[config.mk]
export PLATFORM = sky130hd
export DESIGN_NAME = msdpm_csr
export DESIGN_NICKNAME = d
export VERILOG_FILES = /design/src/rtl/multi_source_delay_pan_mixer_defines.svh /design/src/rtl/msdpm_pkg.sv /design/src/rtl/msdpm_csr.sv
export SDC_FILE = /design/constraint.sdc
export NUM_CORES = 1
export LEC_CHECK = 0
export CORE_MARGIN = 3
export CORE_UTILIZATION = 40
export CTS_CLUSTER_DIAMETER = 60
export CTS_CLUSTER_SIZE = 24
export DETAILED_ROUTE_END_ITERATION = 8
export DONT_BUFFER_PORTS = 1
export PLACE_DENSITY_LB_ADDON = 0.08
export SLEW_MARGIN = 20
export SYNTH_ARGS = -nofsm -noshare
export SYNTH_HDL_FRONTEND = slang
export SYNTH_SLANG_ARGS = --single-unit
[constraint.sdc]
create_clock -name clock -period 1.7 [get_ports clock]
set_clock_uncertainty 0.15 [all_clocks]
set_input_delay 0.085 -clock clock [delete_from_list [all_inputs] [get_ports clock]]
set_output_delay 0.085 -clock clock [all_outputs]
set_load 0.1 [all_outputs]
[src/rtl/multi_source_delay_pan_mixer_defines.svh]
// Assertion macros for the mixer. Each checks on the rising edge of clock.
`ifndef MULTI_SOURCE_DELAY_PAN_MIXER_DEFINES_SVH
`define MULTI_SOURCE_DELAY_PAN_MIXER_DEFINES_SVH

`ifndef SYNTHESIS

`define MSDPM_ASSERT(label, prop, msg) \
   label: assert property (@(posedge clock) disable iff (reset) prop) else $error(msg);

`define MSDPM_ASSERT_ALWAYS(label, prop, msg) \
   label: assert property (@(posedge clock) prop) else $error(msg);

`else

`define MSDPM_ASSERT(label, prop, msg)

`define MSDPM_ASSERT_ALWAYS(label, prop, msg)

`endif

`endif

[src/rtl/msdpm_pkg.sv]
package msdpm_pkg;

   // Ring depth; the entry index wraps by masking, so it must be a power of two.
   localparam int DEPTH      = 16384;
   localparam int ADDR_W     = $clog2(DEPTH);
   localparam int NSRC       = 5;
   localparam int SRC_W      = $clog2(NSRC);
   localparam int SAMPLE_W   = 16;
   localparam int GAIN_W     = 16;
   localparam int DELAY_W    = 14;
   localparam int STORE_W    = 24;
   localparam int PROD_W     = SAMPLE_W + GAIN_W + 1;
   localparam int FRAC_SHIFT = 12;
   localparam int ROUND_BIAS = 2048;
   localparam int SCALED_W   = PROD_W - FRAC_SHIFT;
   localparam int SETUP_W    = 2 * DELAY_W + 2 * GAIN_W;
   localparam int CSR_DATA_W = 64;
   localparam int CSR_ADDR_W = 6;

   typedef logic signed [SAMPLE_W-1:0] sample_type;
   typedef logic signed [STORE_W-1:0]  store_type;
   typedef logic [ADDR_W-1:0]          addr_type;

   typedef struct packed {
      logic [GAIN_W-1:0]  gain_r;
      logic [GAIN_W-1:0]  gain_l;
      logic [DELAY_W-1:0] delay_r;
      logic [DELAY_W-1:0] delay_l;
   } setup_type;

   typedef enum logic [2:0] {
      ST_CLEAR,
      ST_IDLE,
      ST_READ,
      ST_UPDATE,
      ST_FETCH,
      ST_EMIT
   } ctrl_state_type;

   typedef struct packed {
      logic clearing;
      logic emitting;
   } ctrl_status_type;

endpackage

[src/rtl/msdpm_csr.sv]
module msdpm_csr import msdpm_pkg::*; (
   input  logic                  clock,
   input  logic                  reset,
   input  logic                  csr_psel,
   input  logic                  csr_penable,
   input  logic                  csr_pwrite,
   input  logic [CSR_ADDR_W-1:0] csr_paddr,
   input  logic [CSR_DATA_W-1:0] csr_pwdata,
   output logic [CSR_DATA_W-1:0] csr_prdata,
   output logic                  csr_pready,
   output setup_type             setup [NSRC]
);

   setup_type        setup_ff [NSRC];
   logic [SRC_W-1:0] reg_index;
   logic             reg_valid;
   logic             write_en;

   assign reg_index  = csr_paddr[CSR_ADDR_W-1 -: SRC_W];
   assign reg_valid  = (reg_index < SRC_W'(NSRC));
   assign write_en   = csr_psel && csr_penable && csr_pwrite && reg_valid;
   assign csr_pready = 1'b1;

   always_ff @(posedge clock) begin
      if (reset) begin
         for (int i = 0; i < NSRC; i++) begin
            setup_ff[i] <= '0;
         end
      end else if (write_en) begin
         setup_ff[reg_index] <= setup_type'(csr_pwdata[SETUP_W-1:0]);
      end
   end

   always_comb begin
      csr_prdata = '0;
      if (reg_valid) begin
         csr_prdata = CSR_DATA_W'(setup_ff[reg_index]);
      end
   end

   assign setup = setup_ff;

endmodule

==> results of run 1 <==
[cells in the mapped netlist, types with 2 or more instances]
cell type and number:
and2_1 2, o21a_1 23, buf_1 8, a22oi_1 37, conb_1 2, buf_6 6, buf_4 21, clkbuf_1 64
dfxtp_1 300, o2bb2ai_1 23, o21ai_0 23, nand2b_1 360, buf_2 26, nor2b_1 3, o221ai_1 37, nand3b_1 39
mux2i_1 383
[cell type report]
class                           count  area [µm²]
Sequential cell                   300        6705
Tap cell                          455       569.3
Fill cell                        2559       10250
Antenna cell                        1       2.502
Timing Repair Buffer              699        7337
Multi-Input combinational cell    943        8701
Clock buffer                       45        1061
Clock inverter                     18       173.9
[path summary, 6_finish.rpt]
kind	end	slack, ns	cells after the start
worst max-delay path	setup[130]	-0.03	4
worst min-delay path	setup[272]	0.04	4
worst max register to register	setup[130]	-0.03	4
worst min register to register	setup[104]	0.34	2
[power breakdown]
group / internal, µW / switching (µW)
clock: 4780 / 3200
sequential: 6890 / 36.6
combinational: 710 / 1220
total: 12400 / 4450
[repair_timing]
item | CTS | global route
gates resized for setup | 56 | 113
hold endpoints to repair | 300 | 0
pin swaps | 5 | 13
hold buffers | 314 | 0
setup endpoints to repair | 40 | 125
[cell families after synthesis]
logic type | count (synthesis) | share of synthesized area [%]
other cells | 2 | 0.05291
flops | 300 | 42.31
compound gates | 143 | 7.686
mux | 383 | 27.01
simple gates | 412 | 18.50
buf+inv | 126 | 4.442
[through the flow]
step	power (µW)	setup TNS (ns)	utilization [%]	cells
final	16840	-0.02542	70.55	2461
after global routing	17350	-1.079	70.55	2461
after CTS	16980	-0.05281	69.20	2460
after detailed placement	8753	0	55.82	2083
after global placement	8744	0	55.82	2083
after floorplan	8531	-0.06885	-	1369
[routing by layer]
metal  global-route usage (%)  part of all wire, %  up-vias  wire (µm)
met1                    32.12                   39     6418      21160
met4                    9.122                  3.6        0       1935
met2                    48.77                   50      380      27010
met3                    7.852                  7.3      101       3958
li1                         -                    -     6012          -
met5                   0.5109                    0        -          0
[worst reg2reg max path, delay by kind of cell, from the launching register on]
family | cells | cell delay, ns
buffers and inverters | 2 | 0.88
flip-flops | 1 | 0.33
multiplexers | 1 | 0.18
AND/OR/NAND/NOR | 1 | 0.09
[placed cells by master (no fill, tap or decap), types with 2 or more instances in the layout]
master and n:
clkbuf_1 2, clkbuf_16 41, clkinv_4 2, clkinv_1 2, buf_16 2, clkinv_2 5, dfxtp_4 130, o221ai_4 37
buf_4 224, o21ai_0 20, o2bb2ai_1 23, nand2b_1 360, inv_6 3, dfxtp_2 169, conb_1 5, nor2b_4 3
dlygate4sd3_1 313, buf_6 84, o21ai_1 3, mux2i_2 22, nand3b_1 39, mux2i_4 11, buf_12 76, inv_8 2
mux2i_1 350, o21a_2 23, clkinvlp_4 2, a22oi_2 37, bufinv_16 2, clkbuf_8 2
==> impl_metrics.env, run 1 <==
export IMPL_run_status="finished with violations"
export IMPL_violations="setup timing"
export IMPL_critical_path_max_stage_delay_ns=0.59
export IMPL_finalSetupViolations=1
export IMPL_async_flop_share_pct=0
export IMPL_cts_post_setup_buffers_inserted=0
export IMPL_power_leakage_uw=0.01005
export IMPL_worst_pin_slew_ns=0.6428
export IMPL_report_final_hold_viol_count=0
export IMPL_rsz0062_at_grt="yes"
export IMPL_cts_made_buffers=35
export IMPL_final_max_slew_viols=0
export IMPL_maxSlewHeadroom_pct=57.15
export IMPL_timing_setup_critical_path_class="reg2reg"
export IMPL_post_synth_top_area_cell="dfxtp_1"
export IMPL_ys_warn_count=0
export IMPL_startpoint_type="flop"
export IMPL_hold_path_startpoint="csr_paddr[4]"
export IMPL_clk_transition_reported_paths_ns=0.07
export IMPL_gp_congestion=0.7787
export IMPL_vias_in_the_first_global_route=13980
export IMPL_cp_slowest_cell="dlygate4sd3_1"
export IMPL_max_freq_mhz=579.6
export IMPL_worst_ep_arrival_time_ns=1.99
export IMPL_initial_core_util_pct=40.79
export IMPL_rr_startpoint="setup[130]"
export IMPL_die_height_um=194.4
export IMPL_tritoncts="done"
export IMPL_floorplan_die_area_mm2=0.03778
export IMPL_netlist_area_mm2=0.01419
export IMPL_std_cell_rows=68
export IMPL_1st_pass_router_iterations=4
export IMPL_number_of_antenna_violations_at_the_first_check_in_global_routing=1
export IMPL_post_route_drc_count=0
export IMPL_wl_per_cell_um=21.97
export IMPL_cts_root_buffer="clkbuf_16"
export IMPL_worst_hold_slack_ns=0.04324
export IMPL_port_buffers=0
export IMPL_synth_top_cell_area_share_pct=42.31
export IMPL_synth_edf_count=0
export IMPL_cp_cell_sequence="buf_4, nand2b_1, dlygate4sd3_1, mux2i_1"
export IMPL_largest_delay_contributor_family_on_the_critical_path="buffers and inverters"
export IMPL_ys_seq_area_share_pct=42.31
export IMPL_cts_max_path_buffers=3
export IMPL_antenna_violating_nets_post_route=0
export IMPL_dp_slack_ns=0.1579
export IMPL_period_share_pct=101.5
export IMPL_dp_hpwl_um=31360
export IMPL_postLayoutSetupSlackWorst_ns=-0.02542
export IMPL_synth_area_per_cell_um2=10.39
export IMPL_yosysUniqueCellTypes=26
export IMPL_irDropWorstVdd_uv=753.9
export IMPL_area_growth_pct=72.95
export IMPL_power_density_mw_per_mm2=685.9
export IMPL_period_minus_slack_ns=1.725
export IMPL_vias=12910
export IMPL_syn_inst=1366
export IMPL_place_area_mm2=0.01942
export IMPL_ctsHtreeMaxLevel=2
export IMPL_timing_critical_path_to_type="flop"
export IMPL_track_usage_pct=27.58
export IMPL_fp_coreArea_mm2=0.03480
export IMPL_holdCritPathClass="in2reg"
export IMPL_viasPerCell=5.246
export IMPL_largest_register_ff_count=300
export IMPL_critPathRequiredTime_ns=1.96
export IMPL_design_area_mm2=0.02455
export IMPL_clkSinkCount=300
export IMPL_number_of_nets_in_the_finished_design=2054
export IMPL_clock_latency_ns=0.51
export IMPL_largest_fanout_on_the_critical_path=2
export IMPL_first_pass_grt_wire_length_um=83060
export IMPL_drive_above_1_share_pct=44.04
export IMPL_globalRoute_totalOverflow=0
export IMPL_synth_seq_cells=300
export IMPL_synthTopCellsByArea="dfxtp_1, mux2i_1, nand2b_1, o221ai_1, nand3b_1"
export IMPL_grt_max_degree=247
export IMPL_io_pins=440
export IMPL_critical_path_n_buffers_inverters=2
export IMPL_totalWireLength_um=54070
export IMPL_number_of_maximum_capacitance_constraint_violations=0
export IMPL_timing_critical_path_from="setup[130]"
export IMPL_drt_iter0_markers=427
export IMPL_synth_flop_cell="dfxtp_1"
export IMPL_fp_dieW_um=194.4
Power figures use the tool's default switching activity.
==> run 2, diff against run 1 <==
--- a/config.mk
+++ b/config.mk
@@ -5,6 +5,7 @@
 export SDC_FILE = /design/constraint.sdc
 export NUM_CORES = 1
 export LEC_CHECK = 0
+export ABC_AREA = 1
 export CORE_MARGIN = 3
 export CORE_UTILIZATION = 40
 export CTS_CLUSTER_DIAMETER = 60
@@ -12,6 +13,7 @@
 export DETAILED_ROUTE_END_ITERATION = 8
 export DONT_BUFFER_PORTS = 1
 export PLACE_DENSITY_LB_ADDON = 0.08
+export REMOVE_ABC_BUFFERS = 1
 export SLEW_MARGIN = 20
 export SYNTH_ARGS = -nofsm -noshare
 export SYNTH_HDL_FRONTEND = slang
==> run 2 against run 1 <==
The run still ends with setup timing left. Synthesized cell count increased by 67%. Die area increased by 1.7%. Non-clock buffer count down 62. Cell area decreased by 9.6%. Critical endpoint is now csr_prdata[36].
==> impl_metrics.env, run 2 <==
export IMPL_synthTopCellsByArea="dfxtp_1, nor2_1, nand2_1, nand3_1, nand4_1"
export IMPL_synth_top_cell_area_share_pct=41.58
export IMPL_first_pass_grt_wire_length_um=93670
export IMPL_port_buffers=0
export IMPL_critPathRequiredTime_ns=1.46
export IMPL_number_of_nets_in_the_finished_design=2857
export IMPL_cts_root_buffer="clkbuf_16"
export IMPL_worstRegToRegCells=4
export IMPL_fp_dieW_um=196.0
export IMPL_place_area_mm2=0.01853
export IMPL_rsz0062_at_grt="yes"
export IMPL_gp_congestion=0.8433
export IMPL_post_route_drc_count=0
export IMPL_power_density_mw_per_mm2=791.9
export IMPL_clock_latency_ns=0.59
export IMPL_totalWireLength_um=62200
export IMPL_yosys_top_cells_count="nor2_1, nand2_1, dfxtp_1, nand3_1, inv_1"
export IMPL_period_share_pct=104.6
export IMPL_timing_setup_critical_path_class="reg2out"
export IMPL_ff_to_ff_setup_slack_ns=0.07
export IMPL_finalSetupViolations=27
export IMPL_drive_above_1_share_pct=25.94
export IMPL_synthMostInstantiatedCell="nor2_1"
export IMPL_report_power_total_uw=17580
export IMPL_timing_critical_path_to_type="output pin"
export IMPL_dp_hpwl_um=35660
export IMPL_final_max_slew_viols=0
export IMPL_holdCritPathClass="in2reg"
export IMPL_mostFrequentLayoutCell="nor2_1"
export IMPL_grt_max_degree=138
export IMPL_tritoncts="done"
export IMPL_largest_register_ff_count=300
export IMPL_period_minus_slack_ns=1.778
export IMPL_irDropWorstVdd_uv=813.2
export IMPL_cts_max_path_buffers=3
export IMPL_design_area_mm2=0.02220
export IMPL_clkSinkCount=300
export IMPL_worst_pin_slew_ns=0.7611
export IMPL_drt_iter0_markers=1043
export IMPL_io_pins=440
export IMPL_worst_ep_arrival_time_ns=1.54
export IMPL_reg2reg_to="setup[114]"
export IMPL_rr_startpoint="setup[114]"
export IMPL_power_leakage_uw=0.009669
export IMPL_postLayoutSetupSlackWorst_ns=-0.07843
export IMPL_synth_edf_count=0
export IMPL_antenna_violating_nets_post_route=0
export IMPL_largest_fanout_on_the_critical_path=2
export IMPL_vias=16990
export IMPL_floorplan_die_area_mm2=0.03843
export IMPL_synth_seq_cells=300
export IMPL_clk_transition_reported_paths_ns=0.07
export IMPL_die_height_um=196.0
export IMPL_ys_warn_count=0
export IMPL_max_freq_mhz=562.3
export IMPL_syn_inst=2285
export IMPL_ys_seq_area_share_pct=41.58
export IMPL_number_of_antenna_violations_at_the_first_check_in_global_routing=2
export IMPL_cts_made_buffers=31
export IMPL_run_status="finished with violations"
export IMPL_synth_flop_cell="dfxtp_1"
export IMPL_startpoint_type="flop"
export IMPL_post_synth_top_area_cell="dfxtp_1"
export IMPL_whs_endpoint="setup[13]"
export IMPL_maxSlewHeadroom_pct=49.26
export IMPL_async_flop_share_pct=0
export IMPL_synth_area_per_cell_um2=6.321
export IMPL_viasPerCell=5.206
export IMPL_hold_path_startpoint="csr_penable"
export IMPL_netlist_area_mm2=0.01444
export IMPL_violations="setup timing"
export IMPL_fp_coreArea_mm2=0.03505
export IMPL_track_usage_pct=30.66
export IMPL_yosysUniqueCellTypes=19
export IMPL_initial_core_util_pct=41.21
export IMPL_cp_cell_sequence="inv_2, nand2_2, nand3_2, nand4_1, buf_12"
export IMPL_wl_per_cell_um=19.06
export IMPL_vias_in_the_first_global_route=16210
export IMPL_report_final_hold_viol_count=0
export IMPL_highest_count_cells_in_the_layout_ignoring_fill_and_taps="nor2_1, nand2_1, buf_4"
export IMPL_ctsHtreeMaxLevel=1
export IMPL_critical_path_max_stage_delay_ns=0.33
export IMPL_globalRoute_totalOverflow=0
export IMPL_number_of_maximum_capacitance_constraint_violations=0
export IMPL_std_cell_rows=68
export IMPL_cp_slowest_cell="dfxtp_2"
export IMPL_1st_pass_router_iterations=7
export IMPL_area_growth_pct=53.66
export IMPL_holdPathStages=6
run 2: changes by cell type in the layout (fill, tap and decap cells not counted), sizes merged, moves of 95 or more:
cell	before	now
dlygate4sd3	313	194
nand3	1	293
mux2i	383	0
inv	5	170
nor2	1	648
nand2	2	562
nand4	0	95
nand2b	360	0
run 2: worst max-delay path by stage:
stage,startpoint,to,cells after the start
5_1_grt,setup[281],csr_prdata[41],7
4_1_cts,setup[270],csr_prdata[30],3
6_report,setup[216],csr_prdata[36],5
2_1_floorplan,csr_paddr[5],csr_prdata[11],5
3_3_place_gp,csr_paddr[5],csr_prdata[7],8
3_5_place_dp,csr_paddr[5],csr_prdata[7],8
run 2: cell families (layout without fill, tap and decap cells):
kind of cell    after synthesis  after routing  share of synthesized area [%]
compound gates               34             34                          1.559
other cells                   2              7                        0.05199
flops                       300            300                          41.58
buf+inv                     339            858                          10.28
simple gates               1610           1610                          46.53
run 2: worst max-delay path, delay by kind of cell, from the launching register on:
| family | cells | cell delay (ns) |
|---|---|---|
| buffers and inverters | 2 | 0.30 |
| DFF | 1 | 0.33 |
| and+or+nand+nor | 3 | 0.32 |
run 2: cell type report:
cell class	count	area, µm²
fill	3140	12860
multi-input combinational	1649	7202
timing repair buffer	637	6551
sequential	300	6122
clock buffer	35	830.8
inverter	161	640.6
tap	455	569.3
clock inverter	23	256.5
timing repair inverter	2	17.52
antenna	2	5.005
run 2: routing by layer:
layer  track usage, %  share of wire (%)  wire, µm  up-vias
met1            37.94                 39     24180     7898
met2            51.39                 47     29050      810
met3            8.174                 10      6437      152
li1                 -                  -         -     8131
met4            11.28                4.1      2534        0
met5                0                  0         0        -
run 2: stage by stage:
step / hold slack (ns) / setup WS [ns] / instances / util, % / TNS, ns
2_1_floorplan: 0.1870 / -3.702 / 2110 / - / -1136.81
3_3_place_gp: 0.2119 / 0.2073 / 2984 / 52.86 / 0
3_5_place_dp: 0.2184 / 0.1889 / 2984 / 52.86 / 0
4_1_cts: 0.0001607 / -0.1053 / 3246 / 62.11 / -3.137
5_1_grt: 0.02626 / -0.1515 / 3264 / 63.32 / -3.807
6_report: 0.02436 / -0.07843 / 3264 / 63.32 / -0.8427
run 2: report_power, final:
part	switching [µW]	internal [µW]
clock	3330	4080
sequential	58.9	7120
combinational	2130	873
run 2: timing repair:
item	4_1_cts	5_1_grt
endpoints found under the setup margin	48	106
pin swaps	81	81
cloned	0	4
endpoints found under the hold margin	300	3
resized for setup	52	170
buffers inserted	1	14
hold buffers	203	3
==> run 3, diff against run 2 <==
--- a/config.mk
+++ b/config.mk
@@ -13,6 +13,7 @@
 export DETAILED_ROUTE_END_ITERATION = 8
 export DONT_BUFFER_PORTS = 1
 export PLACE_DENSITY_LB_ADDON = 0.08
+export RECOVER_POWER = 25
 export REMOVE_ABC_BUFFERS = 1
 export SLEW_MARGIN = 20
 export SYNTH_ARGS = -nofsm -noshare
==> run 3 against run 2 <==
The run ends with hold timing, setup timing left. Via count shrank 0.32%. Routed wire length is essentially flat. Clock power is essentially flat. Core utilization shrank 0.23 points. Global-route usage is the same. Critical path depth grew 5. Worst hold slack lost 0.040 ns. Worst setup slack lost 0.020 ns. Cell area shrank 0.36%. Register-to-register slack is essentially flat. Maximum frequency shrank 1.1%. Critical endpoint is now setup[79]. Largest power group unchanged. Highest routed layer unchanged.
==> impl_metrics.env, run 3 (synthesized netlist as in run 2, its figures left out) <==
export IMPL_post_route_drc_count=0
export IMPL_logic_depth_of_the_worst_setup_path_including_buffers=10
export IMPL_ctsHtreeMaxLevel=1
export IMPL_fp_dieW_um=196.0
export IMPL_globalRoute_totalOverflow=0
export IMPL_final_max_slew_viols=0
export IMPL_holdPathStages=6
export IMPL_clock_latency_ns=0.59
export IMPL_run_status="finished with violations"
export IMPL_timing_setup_critical_path_class="in2reg"
export IMPL_io_pins=440
export IMPL_cts_made_buffers=31
export IMPL_violations="hold timing, setup timing"
export IMPL_clk_transition_reported_paths_ns=0.08
export IMPL_initial_core_util_pct=41.21
export IMPL_largest_delay_contributor_family_on_the_critical_path="buffers and inverters"
export IMPL_postLayoutSetupSlackWorst_ns=-0.09875
export IMPL_vias=16940
export IMPL_port_buffers=0
export IMPL_clkSinkCount=300
export IMPL_power_leakage_uw=0.009644
export IMPL_worst_pin_slew_ns=0.9524
export IMPL_cts_root_buffer="clkbuf_16"
export IMPL_cp_slowest_cell="dlygate4sd3_1"
export IMPL_worst_hold_slack_ns=-0.01601
export IMPL_dp_slack_ns=0.1889
export IMPL_totalWireLength_um=62180
export IMPL_holdCritPathClass="in2reg"
export IMPL_gp_congestion=0.8433
export IMPL_floorplan_die_area_mm2=0.03843
export IMPL_max_freq_mhz=555.9
export IMPL_1st_pass_router_iterations=6
export IMPL_number_of_maximum_capacitance_constraint_violations=0
export IMPL_worstRegToRegCells=4
export IMPL_instances_no_fill=3265
export IMPL_irDropWorstVdd_uv=814.3
export IMPL_fp_coreArea_mm2=0.03505
export IMPL_grt_max_degree=138
export IMPL_std_cell_rows=68
export IMPL_drive_above_1_share_pct=25.83
export IMPL_critPathRequiredTime_ns=2.02
export IMPL_cts_max_path_buffers=3
export IMPL_cp_cell_sequence="inv_2, buf_6, nand3_2, nor2_1, buf_12, nand2_1, dlygate4sd3_1, nand2_1, nor2_1, dlygate4sd3_1"
export IMPL_track_usage_pct=30.66
export IMPL_critical_path_max_stage_delay_ns=0.56
export IMPL_period_minus_slack_ns=1.799
export IMPL_critical_path_n_buffers_inverters=5
export IMPL_period_share_pct=105.8
export IMPL_finalSetupViolations=34
export IMPL_first_pass_grt_wire_length_um=93670
export IMPL_startpoint_type="input port"
export IMPL_tritoncts="done"
export IMPL_largest_register_ff_count=300
export IMPL_wl_per_cell_um=19.04
export IMPL_power_density_mw_per_mm2=793.9
export IMPL_area_growth_pct=53.11
export IMPL_worst_ep_arrival_time_ns=2.12
export IMPL_placed_cells_incl_taps=2984
export IMPL_number_of_antenna_violations_at_the_first_check_in_global_routing=2
export IMPL_viasPerCell=5.187
export IMPL_report_final_hold_viol_count=12
export IMPL_maxSlewHeadroom_pct=36.50
export IMPL_highest_count_cells_in_the_layout_ignoring_fill_and_taps="nor2_1, nand2_1, buf_4"
export IMPL_dp_hpwl_um=35660
export IMPL_antenna_violating_nets_post_route=0
export IMPL_largest_fanout_on_the_critical_path=27
export IMPL_drt_iter0_markers=1009
export IMPL_mostFrequentLayoutCell="nor2_1"
export IMPL_timing_critical_path_to_type="flop"
export IMPL_vias_in_the_first_global_route=16210
export IMPL_rsz0062_at_grt="yes"
export IMPL_die_height_um=196.0
export IMPL_number_of_nets_in_the_finished_design=2857
[run 3: report_power, final]
group / internal (µW) / switching, µW
combinational: 861 / 2130
clock: 4070 / 3320
sequential: 7120 / 58.7
[run 3: per-stage QoR]
| stage | power, µW | instance area (µm²) | TNS (ns) | util (%) | hold WS [ns] |
|---|---|---|---|---|---|
| 3_5_place_dp | 9999 | 18530 | 0 | 52.86 | 0.2184 |
| 6_report | 17560 | 22120 | -1.149 | 63.09 | -0.01601 |
| 5_1_grt | 18090 | 22110 | -7.289 | 63.08 | 0.01017 |
| 4_1_cts | 17590 | 21770 | -3.137 | 62.11 | 0.0001607 |
| 3_3_place_gp | 9983 | 18530 | 0 | 52.86 | 0.2119 |
| 2_1_floorplan | 9283 | 13570 | -1136.81 | - | 0.1870 |
[run 3: worst paths after layout]
check / from / end / slack (ns)
worst max-delay path: csr_paddr[5] / setup[79] / -0.1
worst min-delay path: csr_penable / setup[125] / -0.02
worst max register to register: setup[114] / setup[114] / 0.07
worst min register to register: setup[155] / setup[155] / 0.35
[run 3: worst register-to-register path: cells and delay by family, from the launching register on]
kind / cells / cell delay (ns)
buffers and inverters: 2 / 0.86
flip-flops: 1 / 0.34
AND/OR/NAND/NOR: 2 / 0.21
[run 3: layout make-up]
| cell class | count | area [µm²] |
|---|---|---|
| antenna | 3 | 7.507 |
| clock buffer | 35 | 830.8 |
| clock inverter | 23 | 256.5 |
| fill | 3156 | 12940 |
| inverter | 161 | 616.8 |
| multi-input combinational | 1649 | 7187 |
| sequential | 300 | 6122 |
| tap | 455 | 569.3 |
| timing repair buffer | 637 | 6507 |
| timing repair inverter | 2 | 17.52 |
[run 3: timing repair]
item | in CTS | in global routing
hold buffers | 203 | 3
pin swaps | 81 | 81
setup buffers | 1 | 14
hold endpoints to repair | 300 | 3
setup endpoints to repair | 48 | 106
gates resized for setup | 52 | 170
cloned | 0 | 4
[run 3: per-layer routing]
metal / vias to the layer above / part of all wire [%] / wire (µm) / GRT usage, %
li1: 8130 / - / - / -
met1: 7924 / 39 / 24420 / 37.94
met3: 140 / 10 / 6217 / 8.174
met2: 743 / 47 / 29130 / 51.39
met4: 0 / 3.9 / 2414 / 11.28
met5: - / 0 / 0 / 0
